$ cat src/rtl/core/cafd_pkg.sv
`default_nettype none

package cafd_pkg;

  // frame lengths in payload bytes
  localparam logic [5:0] CMD_PAYLOAD_LEN = 6'd15;
  localparam logic [5:0] ROW_PAYLOAD_LEN = 6'd20;

  // header codes
  localparam logic [7:0] CODE_FIRST      = 8'hF6;
  localparam logic [7:0] CODE_LAST       = 8'hFE;
  localparam logic [7:0] CODE_SHORT_LAST = 8'hFA;
  localparam logic [7:0] CODE_BIAS       = 8'hF5;
  localparam logic [7:0] SYNC_BYTE       = 8'hFF;
  localparam logic [7:0] XOR_SEED        = 8'hFF;
  localparam logic [2:0] RESYNC_RUN      = 3'd5;

  // last command code with a short payload, as a frame kind
  localparam logic [7:0] SHORT_KIND_MAX_W = CODE_SHORT_LAST - CODE_BIAS;
  localparam logic [3:0] SHORT_KIND_MAX   = SHORT_KIND_MAX_W[3:0];

  typedef enum logic [2:0] {
    PH_IDLE    = 3'b001,
    PH_PAYLOAD = 3'b010,
    PH_ERROR   = 3'b100
  } phase_t;

  typedef enum logic [1:0] {
    EV_HEADER  = 2'd0,
    EV_PAYLOAD = 2'd1,
    EV_HDR_ERR = 2'd2,
    EV_RESYNC  = 2'd3
  } event_t;

  typedef struct packed {
    logic [2:0] ff_run_count;
    phase_t     phase;
    logic [3:0] kind;
    logic [7:0] row_count;
    logic [4:0] pos_count;
    logic [7:0] xor_acc;
  } dfr_state_t;

  typedef struct packed {
    event_t     event_res;
    logic [3:0] frame_kind;
    logic [7:0] row_index;
    logic [4:0] byte_position;
    logic [7:0] data_byte;
    logic       clear_rows;
    logic       frame_last;
    logic       check_ok;
    logic       dispatch;
  } dfr_result_t;

  localparam dfr_state_t STATE_CLEAR = '{
    ff_run_count: 3'd0,
    phase:        PH_IDLE,
    kind:         4'd0,
    row_count:    8'd0,
    pos_count:    5'd0,
    xor_acc:      XOR_SEED
  };

endpackage

`default_nettype wire

$ cat src/rtl/core/cafd_step.sv
`default_nettype none

module cafd_step import cafd_pkg::*; (
  input  wire logic [7:0]  rx_byte,
  input  wire dfr_state_t  cur,
  output dfr_state_t       nxt,
  output logic             res_valid,
  output dfr_result_t      res
);

  logic       is_ff;
  logic [2:0] ff_inc;
  logic       resync;
  logic       is_code;
  logic [3:0] kind_w;
  logic       short_frame;
  logic [5:0] frame_len;
  logic [5:0] pos_inc;
  logic [7:0] xor_new;

  // resync run counter
  assign is_ff  = (rx_byte == SYNC_BYTE);
  assign ff_inc = cur.ff_run_count + 3'd1;
  assign resync = is_ff && (ff_inc >= RESYNC_RUN);

  // header decode and payload bookkeeping
  // command codes share the high nibble, so the kind comes from the low nibble
  assign is_code     = (rx_byte >= CODE_FIRST) && (rx_byte <= CODE_LAST);
  assign kind_w      = rx_byte[3:0] - CODE_BIAS[3:0];
  assign short_frame = (cur.kind != 4'd0) && (cur.kind <= SHORT_KIND_MAX);
  assign frame_len   = short_frame ? CMD_PAYLOAD_LEN : ROW_PAYLOAD_LEN;
  assign pos_inc     = {1'b0, cur.pos_count} + 6'd1;
  assign xor_new     = cur.xor_acc ^ rx_byte;

  always_comb begin
    nxt              = cur;
    nxt.ff_run_count = is_ff ? ff_inc : (cur.ff_run_count >> 1);
    res_valid        = 1'b0;
    res              = '0;
    res.row_index    = cur.row_count;
    res.data_byte    = rx_byte;
    res.frame_kind   = cur.kind;

    if (resync) begin
      nxt           = STATE_CLEAR;
      res_valid     = 1'b1;
      res           = '0;
      res.event_res = EV_RESYNC;
      res.data_byte = SYNC_BYTE;
    end else begin
      case (cur.phase)
        PH_IDLE: begin
          if (!is_ff) begin
            res_valid = 1'b1;
            if (is_code) begin
              nxt.kind       = kind_w;
              nxt.pos_count  = 5'd0;
              nxt.xor_acc    = XOR_SEED;
              nxt.phase      = PH_PAYLOAD;
              res.event_res  = EV_HEADER;
              res.frame_kind = kind_w;
              res.clear_rows = (cur.row_count == 8'd0) && (rx_byte > CODE_SHORT_LAST);
            end else if (rx_byte == cur.row_count) begin
              nxt.pos_count  = 5'd0;
              nxt.xor_acc    = XOR_SEED;
              nxt.phase      = PH_PAYLOAD;
              res.event_res  = EV_HEADER;
              res.clear_rows = (cur.row_count == 8'd0);
            end else begin
              nxt.phase      = PH_ERROR;
              res.event_res  = EV_HDR_ERR;
              res.frame_kind = 4'd0;
            end
          end
        end
        PH_PAYLOAD: begin
          res_valid         = 1'b1;
          res.event_res     = EV_PAYLOAD;
          res.byte_position = cur.pos_count;
          nxt.xor_acc       = xor_new;
          nxt.pos_count     = pos_inc[4:0];
          if (pos_inc >= frame_len) begin
            res.frame_last = 1'b1;
            if (xor_new != 8'd0) begin
              nxt.phase = PH_ERROR;
            end else begin
              res.check_ok = 1'b1;
              if (cur.kind != 4'd0) begin
                // command frame closes the message
                res.dispatch = 1'b1;
                nxt          = STATE_CLEAR;
              end else begin
                nxt.row_count = cur.row_count + 8'd1;
                nxt.phase     = PH_IDLE;
              end
            end
          end
        end
        default: begin
          // error phase: wait for resync
        end
      endcase
    end
  end

endmodule

`default_nettype wire

$ cat src/rtl/core/command_action_frame_deframer.sv
// A result word is registered in the output register, or in the skid register while the output is held.
// Throughput: one input word per cycle while the skid register is empty; the state update is combinational.
// A two-entry output register (result plus skid) keeps input flowing for one stalled result.
// Reset: synchronous active-low rst_n clears the deframer state to idle and empties the output.
`default_nettype none

module command_action_frame_deframer import cafd_pkg::*; (
  input  wire logic       clk,
  input  wire logic       rst_n,
  input  wire logic       in_valid,
  output logic            in_ready,
  input  wire logic [7:0] in_rx_byte,
  output logic            out_valid,
  input  wire logic       out_ready,
  output logic [1:0]      out_event_res,
  output logic [3:0]      out_frame_kind,
  output logic [7:0]      out_row_index,
  output logic [4:0]      out_byte_position,
  output logic [7:0]      out_data_byte,
  output logic            out_clear_rows,
  output logic            out_frame_last,
  output logic            out_check_ok,
  output logic            out_dispatch
);

  dfr_state_t  state_r, state_nxt;
  dfr_result_t step_res;
  logic        step_valid;
  dfr_result_t out_r, skid_r;
  logic        out_valid_r, skid_valid_r;
  logic        accept, push, pop;

  cafd_step u_step (
    .rx_byte   (in_rx_byte),
    .cur       (state_r),
    .nxt       (state_nxt),
    .res_valid (step_valid),
    .res       (step_res)
  );

  assign in_ready = !skid_valid_r;
  assign accept   = in_valid && in_ready;
  assign push     = accept && step_valid;
  assign pop      = out_valid_r && out_ready;

  // deframer state
  always_ff @(posedge clk) begin
    if (!rst_n) begin
      state_r <= STATE_CLEAR;
    end else if (accept) begin
      state_r <= state_nxt;
    end
  end

  // output and skid control
  always_ff @(posedge clk) begin
    if (!rst_n) begin
      out_valid_r  <= 1'b0;
      skid_valid_r <= 1'b0;
    end else if (skid_valid_r) begin
      if (pop) begin
        skid_valid_r <= 1'b0;
      end
    end else if (push) begin
      if (out_valid_r && !pop) begin
        skid_valid_r <= 1'b1;
      end else begin
        out_valid_r <= 1'b1;
      end
    end else if (pop) begin
      out_valid_r <= 1'b0;
    end
  end

  // output and skid payload
  always_ff @(posedge clk) begin
    if (skid_valid_r) begin
      if (pop) begin
        out_r <= skid_r;
      end
    end else if (push) begin
      if (out_valid_r && !pop) begin
        skid_r <= step_res;
      end else begin
        out_r <= step_res;
      end
    end
  end

  assign out_valid         = out_valid_r;
  assign out_event_res     = out_r.event_res;
  assign out_frame_kind    = out_r.frame_kind;
  assign out_row_index     = out_r.row_index;
  assign out_byte_position = out_r.byte_position;
  assign out_data_byte     = out_r.data_byte;
  assign out_clear_rows    = out_r.clear_rows;
  assign out_frame_last    = out_r.frame_last;
  assign out_check_ok      = out_r.check_ok;
  assign out_dispatch      = out_r.dispatch;

`ifndef ASSERT_OFF
  // skid only fills behind a held result
  a_skid_behind_out: assert property (@(posedge clk) disable iff (!rst_n)
    skid_valid_r |-> out_valid_r)
    else $error("skid word held without output word");

  // run counter clears before reaching the resync count
  a_ff_run_bound: assert property (@(posedge clk) disable iff (!rst_n)
    state_r.ff_run_count < RESYNC_RUN)
    else $error("resync run counter out of range");

  // error phase is left only through a resync
  a_error_sticky: assert property (@(posedge clk) disable iff (!rst_n)
    (accept && state_r.phase == PH_ERROR && in_rx_byte != SYNC_BYTE)
      |=> state_r.phase == PH_ERROR)
    else $error("error phase left without resync");
`endif

endmodule

`default_nettype wire

$ cat config.mk
export PLATFORM = sky130hd
export DESIGN_NAME = command_action_frame_deframer
export DESIGN_NICKNAME = d
export VERILOG_FILES = /design/src/rtl/core/cafd_pkg.sv /design/src/rtl/core/cafd_step.sv /design/src/rtl/core/command_action_frame_deframer.sv
export SDC_FILE = /design/constraint.sdc
export NUM_CORES = 1
export LEC_CHECK = 0
export BUFFER_PORTS_ARGS = -buffer_cell sky130_fd_sc_hd__buf_2
export CORE_ASPECT_RATIO = 1.1
export CORE_MARGIN = 10
export CORE_UTILIZATION = 31
export DETAILED_ROUTE_END_ITERATION = 10
export GPL_TIMING_DRIVEN = 0
export SKIP_CTS_REPAIR_TIMING = 1
export SLEW_MARGIN = 0
export SYNTH_ARGS = -nofsm -noshare
export SYNTH_HDL_FRONTEND = slang
export SYNTH_HIERARCHICAL = 1
export SYNTH_SLANG_ARGS = --single-unit
$ cat constraint.sdc
create_clock -name clk -period 8.6 [get_ports clk]
set_input_delay 0.86 -clock clk [delete_from_list [all_inputs] [get_ports clk]]
set_output_delay 0.86 -clock clk [all_outputs]
set_load 0.01 [all_outputs]
# After elaboration in Yosys (flattened, before gate mapping)
# Index checks and enable logic that the tools add are counted.
totals:
  reg_bits: 95
  in_bits: 12
  output_inout_bits: 33
  elab_cells: 133
op_classes:
  n_addsub: 4
  order_cmp: 6
  eq_ne: 14
  n_mux: 56
  n_bitwise: 2
  n_reduce_logical: 25
op_table:
  columns: ["op", "n"]
  rows:
  - ["two-way mux 31 bit", 6]
  - ["two-way mux 13 bit", 4]
  - ["two-way mux 8 bit", 4]
  - ["two-way mux 3 bit", 9]
  - ["one-hot mux 13 bit (2 select lines)", 1]
  - ["two-way mux 25 bit", 1]
  - ["two-way mux 4 bit", 5]
  - ["two-way mux 6 bit", 3]
  - ["two-way mux 5 bit", 3]
  - ["two-way mux 1 bit", 14]
  - ["one-hot mux 7 bit (2 select lines)", 1]
  - ["AND reduction 4 bit", 3]
  - ["!= test 3 x 1 -> 1 bit, second input constant", 3]
  - ["AND reduction 3 bit", 3]
  - ["adder 8 x 1 -> 8 bit, second input constant", 1]
  - ["== test 8 bit", 1]
  - ["== test 8 bit, second input constant", 1]
  - [">= comparator 8 bit, second input constant", 1]
  - ["greater-than comparator 8 bit, second input constant", 1]
  - ["less-or-equal comparator 8 bit, second input constant", 1]
  - ["logical AND 1 bit", 8]
  - ["logical NOT 8 bit", 1]
  - ["nonzero test 2 bit", 4]
  - ["nonzero test 8 bit", 1]
  - ["other kinds (23)", 27]

# Longest topological paths before layout
# Gate-level depths: netlist of run 1.
logic_depth:
  ltp_word: 10
  ltp_mapped: 13
  mapped_depth_nobuf: 11

# Cells and area by module
# Netlist of run 1, hierarchy kept.
by_module_without_submodules:
  columns: ["mod", "n_inst", "cells_each", "area_per_inst_um2", "seq_area_each_um2"]
  rows:
  - ["command_action_frame_deframer", 1, 246, 3606.0, 2522.4]
  - ["cafd_step", 1, 241, 1601.5, 0.0]

# Worst setup path before layout of run 1
# OpenSTA, ideal clock, no wires.
synth_path:
  kind: "in2reg"
  start: "in in_rx_byte[3]"
  end: "reg skid_r[0] (netlist bit), enable pin"
  setup_time_ns: 0.465
  t_arrival_ns: 4.558
  t_required_ns: 8.135
  path_slack_ns: 3.577
  cell_stages: 8
  n_path_buf: 3
  path_cell_list: "buf_2 -> nand3_1 -> or4_1 -> buf_2 -> clkbuf_1 -> nand3_1 -> nand3_1 -> nor3b_1"
synth_between:
  elab_chain_cells: 6
  word_cells_on_any_way: 7
  classes_between: "1 x eq/ne; 3 x mux; 3 x reduce/logical"
synth_lines:
  columns: ["element", "line", "text"]
  rows:
  - ["start: declaration", "command_action_frame_deframer.sv:12", "input wire logic [7:0] in_rx_byte,"]
  - ["== test 8 bit (*)", "cafd_step.sv:22", "assign is_ff = (rx_byte == SYNC_BYTE);"]
  - ["two-way mux 1 bit", "cafd_step.sv:53", "if (!is_ff) begin"]
  - ["one-hot mux 1 bit (2 select lines)", "cafd_step.sv:51", "case (cur.phase)"]
  - ["two-way mux 1 bit (*)", "cafd_step.sv:44", "if (resync) begin"]
  - ["net step_valid", "command_action_frame_deframer.sv:28", "logic step_valid;"]
  - ["logical AND 1 bit (*)", "command_action_frame_deframer.sv:43", "assign push = accept && step_valid;"]
  - ["AND reduction 3 bit (no source line) (*)", null, null]
  - ["end signal: assignment", "command_action_frame_deframer.sv:83", "skid_r <= step_res;"]
  - ["end: declaration", "command_action_frame_deframer.sv:29", "dfr_result_t out_r, skid_r;"]
# The timed path passes the listed nets; every way through them passes the cells marked *.
# A chain may end at the register's enable or synchronous reset.

# Worst setup path after layout of run 1
layout_path:
  start: "in in_rx_byte[0]"
  end: "reg out_r (netlist bit out_byte_position[2]), enable pin"
layout_between:
  elab_chain_cells: 7
  word_cells_on_any_way: 8
  classes_between: "1 x eq/ne; 3 x mux; 4 x reduce/logical"
layout_lines:
  columns: ["element", "line", "text"]
  rows:
  - ["== test 8 bit (*)", "cafd_step.sv:22", null]
  - ["two-way mux 1 bit", "cafd_step.sv:53", null]
  - ["one-hot mux 1 bit (2 select lines)", "cafd_step.sv:51", null]
  - ["two-way mux 1 bit (*)", "cafd_step.sv:44", null]
  - ["net step_valid", "command_action_frame_deframer.sv:28", null]
  - ["logical AND 1 bit (*)", "command_action_frame_deframer.sv:43", null]
  - ["nonzero test 2 bit (no source line) (*)", null, null]
  - ["AND reduction 3 bit (no source line) (*)", null, null]
  - ["end signal: assignment", "command_action_frame_deframer.sv:79", "out_r <= skid_r;"]
  - ["end signal: assignment", "command_action_frame_deframer.sv:85", "out_r <= step_res;"]
  - ["end: declaration", "command_action_frame_deframer.sv:29", null]
# Marks and branches as above.

==> results list, run 1 <==
* Total routing usage reported by global routing: 0.1173
- Across the run, the number of max-cap violations was 0.
- Residual antenna-violating net count after detailed routing: 0
* Largest net degree at the start of global routing: 19
- Number of nets produced by synthesis: 511
- Clock slew seen by the registers of the worst setup and hold paths: 70 ps
* Weighted congestion at the end of routability-driven global placement: 0.8820
* Antenna diode count: 0
* Hold slack final: 465.9 ps
- Post-layout net count: 567
- For the worst setup path, the data required time is 8650 ps.
- Post-Route Setup TNS: 0 ps
- Antenna violations before repair: 0
- For this run, the top clock speed supported by timing is 0.2640 GHz.
* Top cells by area in the synthesized netlist: sky130_fd_sc_hd__edfxtp_1 36%, sky130_fd_sc_hd__dfxtp_1 13%, sky130_fd_sc_hd__mux2_2 6.9%, sky130_fd_sc_hd__nand2_1 6.1%, sky130_fd_sc_hd__a21boi_2 4.5%
- Worst setup skew after layout: 4.590 ps
- Area of combinational cells with multiple inputs: 2445 um^2
- The Yosys step of the flow raised 6 warnings.
- Number of max-slew violations in the final report: 0
- Largest driver fanout on the critical path: 18
- Final Hold Violating Endpoints: 0
- Cell at the root of the clock tree: sky130_fd_sc_hd__clkbuf_16
- Clock latency on the worst-skew pair: 340 ps
* Setup-violating endpoint count in the final report: 0
- Top-area cell type share of the netlist area: 0.3575
- Netlist area before placement: 5207 um^2
- Power density over the cells: 176.6 nW/um^2
- Relative to the synthesized area, the layout overhead comes to 16.00%.
* Worst-case headroom to the max-slew limit: 0.3334
* Cells after synthesis: 487
- The synthesized netlist contains 56 unique library cells.
* Main combinational cell family by area after synthesis: simple AND/OR/NAND/NOR gates
- Overflow after GRT: 0
- The first global-routing pass estimated 20.89 mm of wire.
* Num CTS Buffers: 9
- Number of top-level pins: 45
- Setup repair after global routing left no endpoint under its margin.
- DPL Wire Length: 9.492 mm
- Final Routed Wirelength: 12.84 mm
* Fraction of registers with async set or reset after synthesis: 0
* Post-synthesis compound-gate area fraction: 0.1353
* Worst min-delay path class: register to register
- Most common library cells after synthesis: 85 x sky130_fd_sc_hd__nand2_1, 62 x sky130_fd_sc_hd__edfxtp_1, 33 x sky130_fd_sc_hd__dfxtp_1
- Area taken by flip-flops and latches: 2522 um^2
- In the routed design, unresolved DRC markers number 0.
* Wire length per cell: 17.08 um
- The longest clock path from root to sink contains 2 buffers.
- Total clock sinks: 95
* Number of input and output port buffers inserted: 42
- Of the total synthesized cell area, the portion taken by full adders, half adders and majority gates is 0.02883.
- Register area share after synthesis: 0.4844
* Die width: 143.6 um
- Final period utilization: 0.4405
- Fraction of final layout cells with drive strength greater than 1: 0.2628
- Of the total synthesized cell area, the portion taken by XOR and XNOR cells is 0.04877.
* Reported leakage power: 2.152 nW
* Startpoint Class: input pin
- Count of TritonRoute iterations in the first routing pass: 5
- Counting flops with a built-in enable in the synthesized netlist gives 62.
- Multiplexer share of the synthesized area: 0.06920
- Library cell with the largest summed area after synthesis: sky130_fd_sc_hd__edfxtp_1
* Number of synthesized register bits: 95
- STA classifies the critical path endpoint as a register.
- The floorplan has 49 rows.
* Tmin final: 3788 ps
- DRT iter0 DRCs: 263
- Of the total synthesized cell area, the portion taken by AND, OR, NAND and NOR gates is 0.1855.
* Routed via count divided by cell count: 5.205
- Crit path kind: input pin to register
- The flow ran to the end, and the final reports show no timing, DRC or antenna violations.
* Maximum level of the CTS H-tree: 3
* Mean instance size in the synthesized netlist: 10.69 um^2
- Floorplan die height: 155.9 um
- Among all flip-flop cells after synthesis, the most frequent one is sky130_fd_sc_hd__edfxtp_1.
- Fillers: 1,612
- Most common cell in the synthesized netlist: sky130_fd_sc_hd__nand2_1
* Placeable core region: 16,430 um^2
* Clock tree from TritonCTS: done
- The die covers 22,390 um^2.
* Maximum VDD drop: 0.08661 mV
- Summing over every cut layer, the via total after detailed routing is 3,914.
- At the pin with the least slew margin, the transition time is 991.6 ps.
- Via count of the first global-routing pass: 3,865
- The initial utilization of the core area, before any placement, comes to 0.3169.
- Data on the critical path arrives at its endpoint at 3840 ps.
metrics by stage:
step	setup slack [ps]	cell area, um^2	power [mW]	std cells	utilization
final	4812	6041	1.067	752	0.3677
after floorplan	3577	5207	0.6055	487	-
after global routing	4594	6041	1.113	752	0.3677
after global placement	2149	5673	0.6416	733	0.3453
after detailed placement	4446	5720	0.6475	736	0.3482
after CTS	4823	6041	1.081	752	0.3677
routing by layer:
layer / share of wire / GRT usage
met1: 0.42 / 0.1441
met2: 0.49 / 0.1899
met3: 0.058 / 0.02710
met4: 0.030 / 0.05596
met5: 0 / 0
final timing paths:
| check | endpoint | slack [ps] | start | cells past startpoint |
|---|---|---|---|---|
| setup / recovery | out_byte_position[2]$_DFFE_PP_ | 4810 | in_rx_byte[0] | 10 |
| hold / removal | state_r[17]$_SDFFE_PN0P_ | 470 | state_r[17]$_SDFFE_PN0P_ | 2 |
| setup reg to reg | out_byte_position[2]$_DFFE_PP_ | 5150 | state_r[28]$_SDFFE_PN0P_ | 10 |
| hold reg to reg | state_r[17]$_SDFFE_PN0P_ | 470 | state_r[17]$_SDFFE_PN0P_ | 2 |
registers in the layout, summed over array words and instances, names as in the netlist:
signal,flops
out_row_index,8
out_frame_kind,4
out_dispatch,1
out_byte_position,5
state_r,31
out_frame_last,1
out_event_res,2
out_clear_rows,1
out_check_ok,1
out_data_byte,8
skid_r,31
skid_valid_r,1
out_valid,1
kinds of logic (layout without fill, tap and decap cells):
group	Yosys count	after routing
compound gates	92	92
buf+inv	44	105
xor+xnor	29	29
simple gates	183	183
mux	32	32
fa+ha+maj	12	12
flops	95	95
critical path: stages:
cell                       delay (ps)
sky130_fd_sc_hd__buf_2            180
sky130_fd_sc_hd__ha_1             170
sky130_fd_sc_hd__nand3_1          280
sky130_fd_sc_hd__or4_1            550
sky130_fd_sc_hd__buf_2            200
sky130_fd_sc_hd__clkbuf_1         240
sky130_fd_sc_hd__nand3_1          150
sky130_fd_sc_hd__nand3_1          180
sky130_fd_sc_hd__a22oi_2          750
sky130_fd_sc_hd__buf_8            270
area by class of cell:
| cell class | count | area share |
|---|---|---|
| Clock inverter | 7 | 0.01574 |
| Tap cell | 204 | 0.04225 |
| Inverter | 11 | 0.006835 |
| Buffer | 33 | 0.03459 |
| Multi-Input combinational cell | 348 | 0.4047 |
| Clock buffer | 9 | 0.03728 |
| Timing Repair Buffer | 45 | 0.04101 |
| Sequential cell | 95 | 0.4176 |
placed cells by master, fill, tap and decap left out, types with 4 or more instances in the layout:
| cell type | synthesis | routed |
|---|---|---|
| sky130_fd_sc_hd__nand3_1 | 25 | 25 |
| sky130_fd_sc_hd__buf_6 | 10 | 12 |
| sky130_fd_sc_hd__dfxtp_1 | 33 | 33 |
| sky130_fd_sc_hd__xnor2_1 | 16 | 16 |
| sky130_fd_sc_hd__and3_1 | 9 | 9 |
| sky130_fd_sc_hd__nor2_1 | 13 | 13 |
| sky130_fd_sc_hd__a21boi_2 | 21 | 21 |
| sky130_fd_sc_hd__nand4_1 | 4 | 4 |
| sky130_fd_sc_hd__a21oi_1 | 24 | 24 |
| sky130_fd_sc_hd__ha_1 | 12 | 12 |
| sky130_fd_sc_hd__xor2_1 | 13 | 13 |
| sky130_fd_sc_hd__clkbuf_16 | 0 | 9 |
| sky130_fd_sc_hd__inv_1 | 11 | 11 |
| sky130_fd_sc_hd__edfxtp_1 | 62 | 62 |
| sky130_fd_sc_hd__mux2_2 | 32 | 32 |
| sky130_fd_sc_hd__buf_2 | 5 | 47 |
| sky130_fd_sc_hd__clkbuf_1 | 17 | 17 |
| sky130_fd_sc_hd__o31ai_1 | 6 | 6 |
| sky130_fd_sc_hd__nand2_1 | 85 | 85 |
| sky130_fd_sc_hd__o211ai_1 | 6 | 6 |
| sky130_fd_sc_hd__and2_1 | 9 | 9 |
| sky130_fd_sc_hd__o21ai_0 | 12 | 12 |
| sky130_fd_sc_hd__or4_1 | 5 | 5 |
report_power, final:
group	total (mW)	internal, mW	switching [mW]
sequential	0.518	0.510	0.00861
clock	0.431	0.255	0.176
combinational	0.118	0.0476	0.0703
Note: power is estimated with default switching activity, not from simulation.
==> run 2, diff against run 1 <==
Clock period 8.6 ns to 3.4 ns, I/O delays scaled along.
==> run 2 against run 1 <==
Compared with the run above: final cell count increased by 0.66%; clock skew increased by 2.5 ps; global-route usage decreased by 0.20 points; sequential power increased to 2.5 times the previous value; sequential share of layout area decreased by 0.22 points; clock-buffer cell count increased by 4; wire length decreased by 0.28%; worst hold slack got worse by 150 ps; non-clock buffer count increased by 5; first-iteration DRC count increased by 8.7%; die area unchanged; critical path depth increased by 3; largest power group unchanged.
==> results list, run 2 (same netlist as run 1, synthesis figures left out) <==
- From synthesis to final layout, the design area changed by 16.63%.
- At the pin with the least slew margin, the transition time is 1029 ps.
- Via count of the first global-routing pass: 4,006
* Hold Path Depth: 2
- Reported leakage power: 2.180 nW
- Most common cell after layout, fill and taps aside: sky130_fd_sc_hd__nand2_1
* Number of cells on the worst reg-to-reg path: 13
* Leading registers by flop count: skid_r x31, state_r x31
- Final design instance area without fill: 6073 um^2
- Clock tree from TritonCTS: done
- The later pin in the worst-skew pair is clocked with a latency of 340 ps.
* CP endpoint kind: register
- At the worst endpoint, the required time is 3680 ps.
* Antenna diode count: 0
- Detailed routing inserted a total of 3,964 vias.
- Setup repair after global routing left no endpoint under its margin.
- FMAX: 0.3183 GHz
- The first TritonRoute pass finished after 5 iterations.
- The count of nets left with antenna violations once routing finished came out at 0.
- Crit path max-delay cell type: sky130_fd_sc_hd__clkbuf_1
- Top Usage Layer GRT: met2
- Final Routed Wirelength: 12.81 mm
- For this run the aggregate overflow at the end of global routing stands at 0.
- Total DRC errors in the routed layout: 0
- In this run, the number of DRC markers left after iteration 0 of detailed routing was 286.
- Num CTS Buffers: 9
* Post-Route Setup TNS: 0 ps
- After the flow finishes, the layout carries non-filler instances totaling 757.
- Wire length per cell: 16.92 um
- Most frequent cells in the layout: 85 x sky130_fd_sc_hd__nand2_1, 62 x sky130_fd_sc_hd__edfxtp_1, 47 x sky130_fd_sc_hd__buf_2
- The final-report max-slew violation count was 0.
* Count of placed standard cells including taps: 735
- The initial antenna violation count was 0.
* Cell chain of the critical path: nor3_1 -> a211o_1 -> inv_1 -> ha_1 -> a21oi_1 -> o21ai_0 -> o21ba_2 -> clkbuf_1 -> clkbuf_1 -> o21ai_0 -> a21oi_1 -> nand2_1 -> a21boi_2
* Worst-case headroom to the max-slew limit: 0.3084
- Buffers from clock root to sink, at most: 2
- Across the VDD grid, the largest voltage drop is 0.2248 mV.
- Worst min-delay path class: input pin to register
- Once routing completed, OpenROAD measured the worst setup slack at 257.9 ps.
- After detailed placement, the total cell area comes to 5719 um^2.
* Slowest stage delay, CP: 430 ps
- STA classifies the critical path startpoint as a register.
* FP Rows: 49
* Cell at the root of the clock tree: sky130_fd_sc_hd__clkbuf_16
- DIE AREA: 22,390 um^2
- Detailed placement finished with a half-perimeter wire length of 9.472 mm.
- Die width: 143.6 um
- Across the run, the number of max-cap violations was 0.
- For this design the ratio of total power to cell area is 440.0 nW/um^2.
- For this run, the total global-route usage over all layers was measured as 0.1153.
* Post-layout net count: 572
* Run status: completed
- Setup violations remaining at the end of the flow were counted as 0.
- The first global-routing pass estimated 20.80 mm of wire.
- Final Hold Violating Endpoints: 0
- Reg2Reg Setup Slack: 260 ps
- The smallest clock period supported by the final layout is computed as 3142 ps.
* Fraction of met1 tracks used by global routing: 0.1349
- The count of buffers added on input and output ports is 42.
* Weighted congestion at the end of routability-driven global placement: 0.8925
* Final period utilization: 0.9242
* Worst slack after detailed placement: -209.2 ps
- Initial cell density of the core: 0.3169
- In the final layout, the share of cells above drive strength 1 is 0.2622.
- After clock tree synthesis, the clock-pin slew on the worst setup and hold paths is 60 ps.
- Worst EP arrival: 3420 ps
- Maximum level of the CTS H-tree: 3
* Floorplan die height: 155.9 um
- Placeable core region: 16,430 um^2
- 45 I/O pins were placed.
- Largest driver fanout on the critical path: 10
- Total clock sinks: 95
- Global-route met2 utilization: 0.1917
- In the global route stage, met3 resource usage came out at 0.02467.
* Largest net degree at the start of global routing: 20
* Worst setup skew after layout: 7.081 ps
* Crit path kind: register to register
- Routed via count divided by cell count: 5.236
==> run 2: changes by cell type in the layout (fill, tap and decap cells not counted), sizes merged <==
cell	before	now
clkbuf	26	30
buf	61	66
clkinvlp	1	0
clkinv	3	1
inv	12	11
==> run 2: stage by stage <==
stage               utilization  total power, mW  hold slack [ps]
detailed placement       0.3481            1.637            460.4
global placement         0.3463            1.622            455.1
global route             0.3696            2.779            323.0
CTS                      0.3669            2.696            303.3
finish                   0.3696            2.673            320.6
floorplan                     -            1.531            446.8
==> run 2: area by class of cell <==
class,instances,area (um^2)
timing repair buffer,50,285.3
sequential,95,2522
clock inverter,3,68.82
fill,1598,10360
tap,204,255.2
multi-input combinational,348,2451
inverter,11,41.29
clock buffer,13,240.2
buffer,33,209.0
==> run 2: metal layers <==
| layer | part of all wire | up-vias |
|---|---|---|
| li1 | - | 1876 |
| met1 | 0.42 | 1924 |
| met2 | 0.48 | 136 |
| met3 | 0.059 | 28 |
| met4 | 0.038 | 0 |
| met5 | 0 | - |
==> run 2: path summary, 6_finish.rpt <==
kind | startpoint | endpoint
worst max-delay path | state_r[23]$_SDFFE_PN0P_ | state_r[13]$_SDFFE_PN0P_
worst min-delay path | rst_n | state_r[26]$_SDFFE_PN0P_
worst max register to register | state_r[23]$_SDFFE_PN0P_ | state_r[13]$_SDFFE_PN0P_
worst min register to register | state_r[18]$_SDFFE_PN0P_ | state_r[18]$_SDFFE_PN0P_
==> run 2: worst max-delay path, delay by kind of cell, from the launching register on <==
kind / cells / cell delay [ps]
AO/OA/AOI/OAI: 7 / 1220
adder cells (fa/ha/maj): 1 / 300
AND/OR/NAND/NOR: 2 / 390
flip-flops: 1 / 380
buffers and inverters: 3 / 800
==> run 2: power breakdown <==
part	switching [mW]	internal [mW]	leakage [nW]
clock	0.407	0.647	0.148
sequential	0.0217	1.29	0.854
combinational	0.180	0.129	1.18
==> run 3, diff against run 2 <==
Settings changed: PLACE_DENSITY from default to 0.54.
==> run 3 against run 2 <==
Compared with the run above: final cell count grew 0.66%; core utilization grew 0.30 points; register-to-register slack is essentially flat; clock-buffer cell count shrank 4; fmax is essentially flat; clock power grew 4%; clock skew is essentially flat; worst hold slack lost 14 ps; first-iteration DRC count shrank 15%; sequential power is essentially flat; die area is the same; global-route usage is essentially flat.
==> results list, run 3 (same netlist as run 1, synthesis figures left out) <==
- Crit path from: state_r[23]$_SDFFE_PN0P_
- The net count of the finished layout is 577.
* Clock tree from TritonCTS: done
* Clock slew seen by the registers of the worst setup and hold paths: 70 ps
- Fraction of final layout cells with drive strength greater than 1: 0.2760
- The clock passes through at most 2 buffers.
- Routed via count divided by cell count: 5.064
- In the routed design, unresolved DRC markers number 0.
- The run finished with clean final reports.
* Maximum VDD drop: 0.2172 mV
- Area of combinational cells with multiple inputs: 2451 um^2
- Crit path max-delay cell type: sky130_fd_sc_hd__o41ai_1
- Entering global routing, the biggest net connects 22 pins.
- The worst setup path is captured at a register.
* Most frequent cells in the layout: 85 x sky130_fd_sc_hd__nand2_1, 62 x sky130_fd_sc_hd__edfxtp_1, 47 x sky130_fd_sc_hd__buf_2
- Worst-case headroom to the max-slew limit: 0.3168
- Number of input and output port buffers inserted: 42
- The clock period could shrink to 3145 ps.
* Power density over the cells: 443.7 nW/um^2
* Growth of design area from synthesis to finish: 17.56%
- Number of top-level pins: 45
* Count of TritonRoute iterations in the first routing pass: 5
- Derived from the worst setup path, the maximum achievable clock frequency is 0.3179 GHz.
- The initial antenna violation count was 0.
- The critical path goes through nor3_1 -> a211o_1 -> inv_1 -> ha_1 -> a21oi_1 -> o21ai_0 -> o21ba_2 -> clkbuf_1 -> buf_2 -> o41ai_1 -> a211oi_1 -> nand2_1 -> a21boi_2.
- Final period utilization: 0.9251
- FP Rows: 49
- Worst min-delay path startpoint: rst_n
- TritonCTS created 9 clock buffers.
- Max capacitance violation total: 0
* Slew at the pin with the worst max-slew slack: 1016 ps
* Crit path kind: register to register
- Final Hold Violating Endpoints: 0
- Maximum level of the CTS H-tree: 3
* Total clock sinks: 95
- DRT iter0 DRCs: 242
- Fillers: 1,646
- Total routing usage reported by global routing: 0.1152
- Cell at the root of the clock tree: sky130_fd_sc_hd__clkbuf_16
- Setup slack of the critical path after layout: 254.8 ps
- The library cell used most frequently in the layout, excluding fill and tap cells, is sky130_fd_sc_hd__nand2_1.
- For this run the aggregate overflow at the end of global routing stands at 0.
* Floorplan die height: 155.9 um
- Across the routed clock network, the largest skew measured is 7.445 ps.
- The largest registers in the layout are skid_r x31, state_r x31.
- In this run the static leakage power is 2.214 nW.
- The final-report max-slew violation count is 0.
- Die width: 143.6 um
- Number of vias after detailed routing: 3,859
* Launch instance of the worst register-to-register path: state_r[23]$_SDFFE_PN0P_
- The first global-routing pass estimated 20.56 mm of wire.
- Final Total Pwr: 2.716 mW
* Residual antenna-violating net count after detailed routing: 0
- On the worst path, the slowest cell contributes a delay of 660 ps.
- Antenna diode count: 0
* DPL Wire Length: 9.356 mm
* Final Routed Wirelength: 12.71 mm
- The worst hold path belongs to the class input pin to register.
* Placeable core region: 16,430 um^2
* Setup-violating endpoint count in the final report: 0
- The initial utilization of the core area, before any placement, comes to 0.3169.
- In this run the worst path has a maximum fanout of 10.
- After detailed routing, the average wire length per cell comes to 16.69 um.
- Clock latency on the worst-skew pair: 340 ps
- Registers take 2522 um^2.
- Worst slack after detailed placement: -195.8 ps
* Startpoint Class: register
- At the end of routability-driven placement, the weighted congestion stood at 0.8720.
* Via count of the first global-routing pass: 3,829
* RSZ-0062 raised after global routing: false
* Worst EP arrival: 3380 ps
* Endpoint required time on the critical path: 3640 ps
- DIE AREA: 22,390 um^2
run 3: changes by cell type in the layout (fill, tap and decap cells not counted), sizes merged:
| cell | before | now |
|---|---|---|
| clkbuf | 30 | 26 |
| buf | 66 | 71 |
| inv | 11 | 13 |
| clkinvlp | 0 | 1 |
| clkinv | 1 | 2 |
run 3: per-layer routing:
| layer | share of wire | vias up | wire (um) | GRT usage |
|---|---|---|---|---|
| met2 | 0.48 | 100 | 6142 | 0.1905 |
| met4 | 0.029 | 0 | 374 | 0.06131 |
| li1 | - | 1893 | - | - |
| met1 | 0.44 | 1835 | 5605 | 0.1401 |
| met3 | 0.047 | 31 | 592 | 0.01949 |
| met5 | 0 | - | 0 | 0 |
run 3: area by class of cell:
cell class,count,share of cell area
Multi-Input combinational cell,348,0.4004
Inverter,11,0.006744
Sequential cell,95,0.4120
Clock inverter,7,0.01533
Tap cell,204,0.04169
Buffer,33,0.03433
Clock buffer,9,0.03679
Timing Repair Buffer,55,0.05273
run 3: path summary, 6_finish.rpt:
kind | end | slack [ps] | cells after the start
hold / removal | state_r[26]$_SDFFE_PN0P_ | 310 | 2
setup / recovery | state_r[28]$_SDFFE_PN0P_ | 250 | 13
hold reg to reg | state_r[17]$_SDFFE_PN0P_ | 470 | 2
setup reg to reg | state_r[28]$_SDFFE_PN0P_ | 250 | 13
run 3: stage by stage:
| stage | cells | util | hold slack (ps) | area (um^2) | setup TNS, ps |
|---|---|---|---|---|---|
| global placement | 733 | 0.3463 | 455.2 | 5689 | -32140 |
| CTS | 751 | 0.3675 | 297.2 | 6038 | -644.7 |
| detailed placement | 735 | 0.3481 | 460.9 | 5719 | -5124 |
| floorplan | 487 | - | 446.8 | 5224 | 0 |
| global route | 762 | 0.3726 | 318.4 | 6122 | 0 |
| finish | 762 | 0.3726 | 307.0 | 6122 | 0 |
run 3: report_power, final:
part	leakage, nW	internal (mW)	switching [mW]	total [mW]
combinational	1.21	0.135	0.181	0.316
clock	0.154	0.646	0.445	1.09
sequential	0.854	1.29	0.0212	1.31
total	2.21	2.07	0.647	2.72
run 3: critical path: cells and delay by family (launching register included):
kind                     cells  cell delay, ps
AO/OA/AOI/OAI                7            1410
adder cells (fa/ha/maj)      1             300
buffers and inverters        3             490
flip-flops                   1             390
AND/OR/NAND/NOR              2             460
